`config.mk`:
```
export PLATFORM = sky130hd
export DESIGN_NAME = obb_sat_front
export DESIGN_NICKNAME = d
export VERILOG_FILES = /design/src/rtl/obb_sat_pkg.sv /design/src/rtl/obb_sat_front.sv
export SDC_FILE = /design/constraint.sdc
export NUM_CORES = 1
export LEC_CHECK = 0
export BUFFER_PORTS_ARGS = -buffer_cell sky130_fd_sc_hd__buf_2
export CAP_MARGIN = 5
export CORE_MARGIN = 2
export CORE_UTILIZATION = 41
export CTS_CLUSTER_DIAMETER = 50
export DETAILED_ROUTE_END_ITERATION = 8
export HOLD_SLACK_MARGIN = 0.05
export PLACE_DENSITY_LB_ADDON = 0.1
export SYNTH_ARGS = -nofsm -noshare
export SYNTH_HDL_FRONTEND = slang
export SYNTH_SLANG_ARGS = --single-unit
```
`constraint.sdc`:
```
create_clock -name clk_i -period 8.4 [get_ports clk_i]
set_clock_uncertainty 0.2 [all_clocks]
set_input_delay 0.42 -clock clk_i [delete_from_list [all_inputs] [get_ports clk_i]]
set_output_delay 0.42 -clock clk_i [all_outputs]
set_load 0.01 [all_outputs]
```
`src/rtl/obb_sat_pkg.sv`:
```
// Shared constants and types for the oriented box overlap test.
package obb_sat_pkg;

  // Width of one axis component, signed with a sign and integer bit.
  localparam int unsigned AXIS_W = 18;

  // Width and reset value of the epsilon register.
  localparam int unsigned EPS_W = 8;
  localparam logic [EPS_W-1:0] EPS_RESET = 8'd1;

  // Digit width of the shared digit-serial multiplier.
  localparam int unsigned DIGIT_W = 16;

  // Axis number that loads nothing.
  localparam logic [1:0] AXIS_IDX_NONE = 2'd3;

  // Classification of one queued beat.
  typedef struct packed {
    logic store;
    logic run;
  } item_kind_t;

endpackage

```
`src/rtl/obb_sat_front.sv`:
```
// Input side: accepts beats, classifies them and buffers them in a two-entry queue.
module obb_sat_front #(
  parameter int unsigned POS_WIDTH = 32
) (
  input  logic                                   clk_i,
  input  logic                                   rst_ni,
  input  logic                                   push_i,
  output logic                                   full_o,
  input  logic                                   box_select_i,
  input  logic [1:0]                             axis_index_i,
  input  logic signed [obb_sat_pkg::AXIS_W-1:0]  axis_x_i,
  input  logic signed [obb_sat_pkg::AXIS_W-1:0]  axis_y_i,
  input  logic signed [obb_sat_pkg::AXIS_W-1:0]  axis_z_i,
  input  logic signed [POS_WIDTH-1:0]            center_coord_i,
  input  logic [POS_WIDTH-2:0]                   half_extent_i,
  input  logic                                   last_i,
  output logic                                   q_valid_o,
  output obb_sat_pkg::item_kind_t                q_kind_o,
  output logic                                   q_box_o,
  output logic [1:0]                             q_idx_o,
  output logic signed [obb_sat_pkg::AXIS_W-1:0]  q_ax_o,
  output logic signed [obb_sat_pkg::AXIS_W-1:0]  q_ay_o,
  output logic signed [obb_sat_pkg::AXIS_W-1:0]  q_az_o,
  output logic signed [POS_WIDTH-1:0]            q_center_o,
  output logic [POS_WIDTH-2:0]                   q_extent_o,
  input  logic                                   q_take_i
);
  import obb_sat_pkg::*;

  item_kind_t                 kind_q   [2];
  logic                       box_q    [2];
  logic [1:0]                 idx_q    [2];
  logic signed [AXIS_W-1:0]   ax_q     [2];
  logic signed [AXIS_W-1:0]   ay_q     [2];
  logic signed [AXIS_W-1:0]   az_q     [2];
  logic signed [POS_WIDTH-1:0] center_q [2];
  logic [POS_WIDTH-2:0]       extent_q [2];

  logic       wr_ptr_q, wr_ptr_d;
  logic       rd_ptr_q, rd_ptr_d;
  logic [1:0] cnt_q, cnt_d;
  item_kind_t kind_in;
  logic       accept, enq, deq;

  // A beat with no axis to load and no test to run has no effect and is dropped.
  assign kind_in.store = (axis_index_i != AXIS_IDX_NONE);
  assign kind_in.run   = last_i;
  assign full_o        = (cnt_q == 2'd2);
  assign accept        = push_i & ~full_o;
  assign enq           = accept & (kind_in.store | kind_in.run);
  assign q_valid_o     = (cnt_q != 2'd0);
  assign deq           = q_take_i & q_valid_o;

  always_comb begin
    wr_ptr_d = enq ? ~wr_ptr_q : wr_ptr_q;
    rd_ptr_d = deq ? ~rd_ptr_q : rd_ptr_q;
    cnt_d    = cnt_q + {1'b0, enq} - {1'b0, deq};
  end

  always_ff @(posedge clk_i or negedge rst_ni) begin
    if (!rst_ni) begin
      wr_ptr_q <= 1'b0;
      rd_ptr_q <= 1'b0;
      cnt_q    <= 2'd0;
    end else begin
      wr_ptr_q <= wr_ptr_d;
      rd_ptr_q <= rd_ptr_d;
      cnt_q    <= cnt_d;
    end
  end

  always_ff @(posedge clk_i) begin
    if (enq) begin
      kind_q[wr_ptr_q]   <= kind_in;
      box_q[wr_ptr_q]    <= box_select_i;
      idx_q[wr_ptr_q]    <= axis_index_i;
      ax_q[wr_ptr_q]     <= axis_x_i;
      ay_q[wr_ptr_q]     <= axis_y_i;
      az_q[wr_ptr_q]     <= axis_z_i;
      center_q[wr_ptr_q] <= center_coord_i;
      extent_q[wr_ptr_q] <= half_extent_i;
    end
  end

  assign q_kind_o   = kind_q[rd_ptr_q];
  assign q_box_o    = box_q[rd_ptr_q];
  assign q_idx_o    = idx_q[rd_ptr_q];
  assign q_ax_o     = ax_q[rd_ptr_q];
  assign q_ay_o     = ay_q[rd_ptr_q];
  assign q_az_o     = az_q[rd_ptr_q];
  assign q_center_o = center_q[rd_ptr_q];
  assign q_extent_o = extent_q[rd_ptr_q];

endmodule

```
Word level (Yosys, flattened, before mapping)
Memories as Yosys holds them, arrays and structs flattened.
Index checks and enable logic that the tools add are counted.

storage, ports and cells
  bits in registers = 4
  bits in writable memories = 244
  bits of input ports = 125
  output and inout port bits = 124
  logic and storage cells = 25
  memories kept = 8

memories
  name         depth  width  read ports  clocked after memory_dff  wr ports  RTL line             text
  center_q     2      32     1           0                         1         obb_sat_front.sv:36  logic signed [POS_WIDTH-1:0] center_q [2];
  extent_q     2      31     1           0                         1         obb_sat_front.sv:37  logic [POS_WIDTH-2:0] extent_q [2];
  ax_q         2      18     1           0                         1         obb_sat_front.sv:33  logic signed [AXIS_W-1:0] ax_q [2];
  ay_q         2      18     1           0                         1         obb_sat_front.sv:34  logic signed [AXIS_W-1:0] ay_q [2];
  az_q         2      18     1           0                         1         obb_sat_front.sv:35  logic signed [AXIS_W-1:0] az_q [2];
  idx_q        2      2      1           0                         1         obb_sat_front.sv:32  logic [1:0] idx_q [2];
  +2 memories  --     --     --          --                        --        --

cells by class
  add/subtract/negate cells = 2
  equal/unequal tests = 2
  multiplexer cells = 2
  bitwise operators = 7
  reductions and logical operators = 1

operators with widths
  operator                                     number
  1-bit bitwise AND                            3
  1-bit NOT                                    3
  2-bit by 1-bit adder with 2-bit output       1
  2-bit == test, second input constant         1
  1-bit two-way mux                            2
  2-bit != test, second input constant         1
  2-bit nonzero test                           1
  2-bit by 1-bit subtractor with 2-bit output  1
  1-bit OR                                     1

Longest topological paths before layout
Gate-level depths: netlist of the first run.

  depth after elaboration = 6
  gate-level depth with buffers = 7
  mapped depth without buffers = 7

Worst setup path after synthesis of the first run
Ideal clock, no wire load.

  path kind = input to register
  start = input port axis_index_i[0]
  end = memory ax_q[0][0], enable pin
  setup time = 605 ps
  arrival = 5733 ps
  data required time = 7595 ps
  slack = 1862 ps
  stages = 3
  buffers on the path = 0
  cells stage by stage = nand2_1 > o221ai_2 > nor2_1

on the way
  cells in the longest elaborated chain, start to end = 5

RTL lines
  what                                     RTL line             text
  start, declared                          obb_sat_front.sv:10  input logic [1:0] axis_index_i,
  2-bit != test                            obb_sat_front.sv:46  assign kind_in.store = (axis_index_i != AXIS_IDX_NONE);
  1-bit OR                                 obb_sat_front.sv:50  assign enq = accept & (kind_in.store | kind_in.run);
  1-bit bitwise AND                        obb_sat_front.sv:50
  1-bit two-way mux                        obb_sat_front.sv:73  if (enq) begin
  1-bit two-way mux (not written as such)  obb_sat_front.sv:77  ax_q[wr_ptr_q] <= axis_x_i;
  end, declared                            obb_sat_front.sv:33

Every way passes these cells.

Worst setup path after layout of the first run
  start = register rd_ptr_q
  end = output port q_extent_o[30]

on the way
  cells in the longest elaborated chain, start to end = 1

RTL lines
  what                    RTL line             text
  start, declared         obb_sat_front.sv:40  logic rd_ptr_q, rd_ptr_d;
  start signal, assigned  obb_sat_front.sv:67  rd_ptr_q <= rd_ptr_d;
  memory 2 x 31 bit       --
  end, declared           obb_sat_front.sv:25  output logic [POS_WIDTH-2:0] q_extent_o,

Every way passes these cells.

==> results.ini, run 1 <==
[die]
dieArea_um2=23900
pin_count=249
die_h_um=155
die_w_um=155
fp.coreArea_um2=22400
start_util_pct=41.5
rows=55

[power_and_ir_drop]
power_mw=4.06
peakVddDrop_uv=151
powerDensity_nw_per_um2=315
p_leak_nw=5.06

[timing]
max_freq_mhz=261
rsz0062_at_grt=false
setup_violations=0
hold_violations=0
worst_slew_pin_slew_ns=1.20
tns_ns=0
timing.hold.ws_ns=0.0784
finalCritPeriodShare_pct=45.6
setup_ws_ns=4.57
relSlewSlack_pct=20.2
period_needed_ns=3.83
drv_slew=0

[clock_tree]
clock-sinks=248
cts_post_setup_buffers_inserted=0
cts_htree_levels=1
clk_path_buf_depth=3
root_buffer=clkbuf_16
numCtsBuffers=27
cts_tree=yes
path_clk_slew_ns=0.06
clock_latency_ns=0.52

[placed_design]
dp_cells=923
gp_congestion=0.744
dpl_cell_area_um2=10800
pre_cts_ws_ns=4.88
hpwl_mm=11.3
portBuffers=248

[global_route]
grt_antenna_before_repair=0
overflow=0
grt_pass1_vias=5379
grt_max_degree=87
grt_pass1_wl_mm=27.8
grt_util_all_layers_pct=14.8

[drt]
ant_nets=0
drt_pass1_iterations=4
drt_iter0_drc=233
wl_per_cell_um=16.8
wl_mm=18.4
num_vias=5035
drc=0
routed_via_density=4.61

[synth]
yosysSeqAreaShare_pct=79.8
yosysTopAreaCell=edfxtp_1
synth.avg_cell_area_um2=23.3
synth_most_common_cell=edfxtp_1
synth-edff-count=244
synthArstFlopShare_pct=1.61
yosys_warnings=0
synth.distinct_cells=16
syn_inst=400
ys.flop_type=edfxtp_1
netlist_top_cells_count=edfxtp_1 (244), mux2_4 (70), mux2_2 (52)
ys_seq_elements=248
syn_nets=527
synthTopCellsByArea=edfxtp_1 (79%), mux2_4 (11%), mux2_2 (6.3%), dfrtp_1 (1.1%), buf_6 (0.97%)
synth_area_um2=9310
yosys.area.top_type_share_pct=78.7

[layout]
antenna-diode-count=0
syn2layout_area_growth_pct=38.2
instances_no_fill=1093
final_area_um2=12900
nets=918
utilization_pct=57.4
drive_above_1_share_pct=52.2

[worst_setup_path]
cp_slowest_cell=dfrtp_4
cp_top_family=buffers and inverters
path_cells=buf_4 > mux2_2 > buf_2
cpPeakStageDelay_ns=1.08
required_ns=7.78
crit_fanout=67
critPathLaunchType=flop
worstPathArrival_ns=3.21
crit_start=rd_ptr_q$_DFFE_PN0P_
critPathKind=flop to output pin
cp-end-kind=output pin
cp_num_buf_inv=2
r2r_start=cnt_q[1]$_DFF_PN0_

[status]
status=finished, final reports clean

[flow_run]
max_cap_viol_count=0

[min_path]
hold_path_class=input pin to flop
hold_start=push_i

==> routing by layer <==
metal	part of all wire (%)	vias up	track usage (%)
met4	2.8	0	5.03
met2	48	192	25.0
li1	-	2369	-
met3	7.6	38	3.78
met1	41	2436	18.6
met5	0	-	0
==> worst reg2reg max path, stage by stage, from the launching register on <==
cell      delay [ns]
dfrtp_1         0.41
inv_1           0.10
o221ai_2        0.20
nor2_4          0.87
buf_4           1.04
==> final cells by class <==
class | count | area, um2
fill | 1762 | 9570
sequential | 248 | 7430
timing repair buffer | 376 | 2510
multi-input combinational | 135 | 1750
clock buffer | 28 | 679
tap | 285 | 357
clock inverter | 18 | 123
inverter | 3 | 11.3
==> worst paths after layout <==
check / end / slack (ns) / cells after the start
setup / recovery: q_extent_o[30] / 4.57 / 3
hold / removal: wr_ptr_q$_DFFE_PN0N_ / 0.08 / 3
setup reg to reg: ay_q[1][14]$_DFFE_PP_ / 5.10 / 4
hold reg to reg: cnt_q[1]$_DFF_PN0_ / 0.32 / 1
max in group asynchronous: rd_ptr_q$_DFFE_PN0P_ / 7.20 / 3
min in group asynchronous: cnt_q[1]$_DFF_PN0_ / 0.61 / 3
==> registers in the layout (all words and copies together), names as in the netlist <==
name      count
rd_ptr_q      1
extent_q     62
cnt_q         2
idx_q         4
center_q     64
wr_ptr_q      1
kind_q        4
ax_q         36
ay_q         36
az_q         36
box_q         2
==> layout by cell type (no fill, tap or decap), types with 2 or more instances in the layout <==
master           n
buf_2          248
buf_4            4
clkbuf_16       27
clkinv_1         2
clkinv_2        12
dfrtp_1          3
dlygate4sd3_1  124
edfxtp_1       244
ha_1             2
inv_1            3
mux2_2          52
mux2_4          70
nor2_4           2
xnor2_1          3
==> what timing repair did <==
action	CTS	global route
endpoints found under the hold margin	249	0
hold buffers	124	0
gates resized for setup	0	0
==> cells by family after synthesis <==
group                      Yosys count  synth area share [%]
muxes                              122                  17.6
buffers and inverters               17                  1.52
xor gates and xnor gates             4                 0.376
and+or+nand+nor                      6                 0.296
AOI/OAI and AO/OA                    1                 0.161
adders and majority gates            2                 0.269
DFF                                248                  79.8
==> where the power goes <==
group	internal [mW]	switching, mW	leakage [nW]
logic	0.622	0.584	2.35
clock network	0.615	0.448	0.407
registers	1.66	0.126	2.30
total	2.90	1.16	5.06
(Power assumes the default switching activity.)
==> run 2: changes to the inputs <==
- clock period: 8.4 -> 3.26 ns (I/O delays scaled with it)
==> run 2 against run 1 <==
Net effect:
- critical path depth is the same
- global-route usage shrank 0.073 points
- non-clock buffer count grew 3
- via count grew 1.3%
- wire length shrank 0.81%
- combinational power grew to 2.7 times the previous value
- worst hold slack gained 0.081 ns
- power grew to 2.7 times the previous value
- first-iteration DRC count grew 12%
- highest routed layer unchanged
- clock power grew to 2.9 times the previous value
- final area grew 1.7%
- largest cell class unchanged
- critical path type unchanged
==> results.ini, run 2 (synthesis results as in run 1) <==
[status]
status=finished, final reports clean

[clock_tree]
hold_buffers=125  ; +0.81%
cts_post_setup_buffers_inserted=0  ; unchanged
clock_latency_ns=0.51  ; about the same
cts_resized=0  ; unchanged
numCtsBuffers=28  ; +3.7%
clk_path_buf_depth=3  ; unchanged
path_clk_slew_ns=0.06  ; about the same
cts_htree_levels=1  ; unchanged
clock-sinks=248  ; unchanged
cts_tree=yes
root_buffer=clkbuf_16

[global_route]
grt.met1_usage_pct=18.3  ; -0.36 points
grt_pass1_wl_mm=27.9  ; +0.60%
overflow=0  ; unchanged
grt_antenna_before_repair=1  ; +1
grt_pass1_vias=5580  ; +3.7%
grt_max_degree=64  ; -26%
met2_usage_pct=25.6  ; +0.55 points
grt_util_all_layers_pct=14.7  ; -0.073 points
top_usage_layer=met2
use_met3_pct=3.92  ; +0.14 points

[placed_design]
hpwl_mm=11.5  ; +1.3%
portBuffers=248  ; unchanged
gp_congestion=0.750  ; +0.82%
pre_cts_ws_ns=1.16  ; -3.72 ns
dp_cells=925  ; +0.22%
dpl_cell_area_um2=10900  ; +0.83%

[power_and_ir_drop]
peakVddDrop_uv=513  ; +240%
power_mw=10.8  ; +170%
powerDensity_nw_per_um2=826  ; +160%
p_leak_nw=5.14  ; +1.6%

[die]
die_h_um=155  ; unchanged
rows=55  ; unchanged
pin_count=249  ; unchanged
fp.coreArea_um2=22400  ; unchanged
die_w_um=155  ; unchanged
start_util_pct=41.5  ; unchanged
dieArea_um2=23900  ; unchanged

[layout]
nets=922  ; +0.44%
final_common_cell=buf_2
instances_no_fill=1103  ; +0.91%
drive_above_1_share_pct=51.8  ; -0.45 points
final_cell_mix=buf_2 (248), edfxtp_1 (244), dlygate4sd3_1 (125), mux2_4 (70), mux2_2 (52)
largest-register=center_q
top_regs=center_q: 64 flops, extent_q: 62 flops
final_area_um2=13100  ; +1.7%
largest_reg_flops=64  ; unchanged
fillerInstances=1748  ; -0.79%
syn2layout_area_growth_pct=40.6

[drt]
ant_nets=0  ; unchanged
wl_per_cell_um=16.6  ; -1.7%
routed_via_density=4.62  ; +0.39%
wl_mm=18.3  ; -0.81%
drt_pass1_iterations=4  ; unchanged
drt_iter0_drc=261  ; +12%
drc=0  ; unchanged
num_vias=5101  ; +1.3%

[timing]
relSlewSlack_pct=64.8  ; +45 points
period_needed_ns=2.60
drv_slew=0  ; unchanged
setup_ws_ns=0.655  ; -3.91 ns
worst_slew_pin_slew_ns=0.528  ; -0.669 ns
max_freq_mhz=384
tns_ns=0  ; unchanged
finalCritPeriodShare_pct=79.9
setup_violations=0  ; unchanged
hold_violations=0  ; unchanged
rsz0062_at_grt=false

[worst_setup_path]
crit_fanout=42  ; -37%
worstPathArrival_ns=2.24  ; -0.97 ns
cp-end-kind=output pin
critPathKind=flop to output pin
required_ns=2.90  ; -4.88 ns
critPathLaunchType=flop

[min_path]
hold_path_class=input pin to flop

[flow_run]
max_cap_viol_count=0  ; unchanged

## run 2: changes by cell type in the layout (fill, tap and decap cells not counted), moves of 2 or more
cell,before,now
clkinv_1,2,0
bufinv_16,1,3
buf_12,0,6
clkbuf_16,27,29
buf_4,4,0
clkbuf_1,1,10
clkinv_2,12,7
## run 2: metrics by stage
stage | util (%) | hold WS, ns
after floorplan | - | -0.333
after global placement | 48.7 | -0.205
after detailed placement | 48.7 | -0.196
after CTS | 58.3 | 0.134
after global routing | 58.3 | 0.151
final | 58.3 | 0.160
## run 2: worst max-delay path, stage by stage (launching register included)
cell	delay, ns
dfrtp_4	0.77
buf_12	0.37
mux2_2	0.39
buf_2	0.14
## run 2: final timing paths
path | to | cells past startpoint | start | slack [ns]
max | q_ay_o[13] | 3 | rd_ptr_q$_DFFE_PN0P_ | 0.66
min | az_q[1][10]$_DFFE_PP_ | 2 | axis_z_i[10] | 0.16
max reg2reg | cnt_q[1]$_DFF_PN0_ | 7 | cnt_q[1]$_DFF_PN0_ | 1.29
min reg2reg | cnt_q[1]$_DFF_PN0_ | 1 | cnt_q[1]$_DFF_PN0_ | 0.30
max in group asynchronous | rd_ptr_q$_DFFE_PN0P_ | 3 | rst_ni | 2.17
min in group asynchronous | rd_ptr_q$_DFFE_PN0P_ | 3 | rst_ni | 0.44
## run 2: power by group
part	internal, mW	leakage (nW)	switching [mW]
logic	1.65	2.39	1.58
clock network	1.89	0.450	1.16
registers	4.27	2.30	0.243
## run 2: routing by layer
metal / up-vias / routed length [um]
met5: - / 0
met4: 0 / 311
met3: 25 / 1330
met2: 190 / 8950
met1: 2495 / 7670
li1: 2391 / -
## run 2: cell type report
type	instances	area (um2)	area share, %
Antenna cell	1	2.50	0.0191
Tap cell	285	357	2.72
Clock buffer	40	777	5.94
Sequential cell	248	7430	56.8
Timing Repair Buffer	379	2610	20.0
Multi-Input combinational cell	135	1750	13.4
Inverter	3	11.3	0.0861
Clock inverter	12	141	1.08
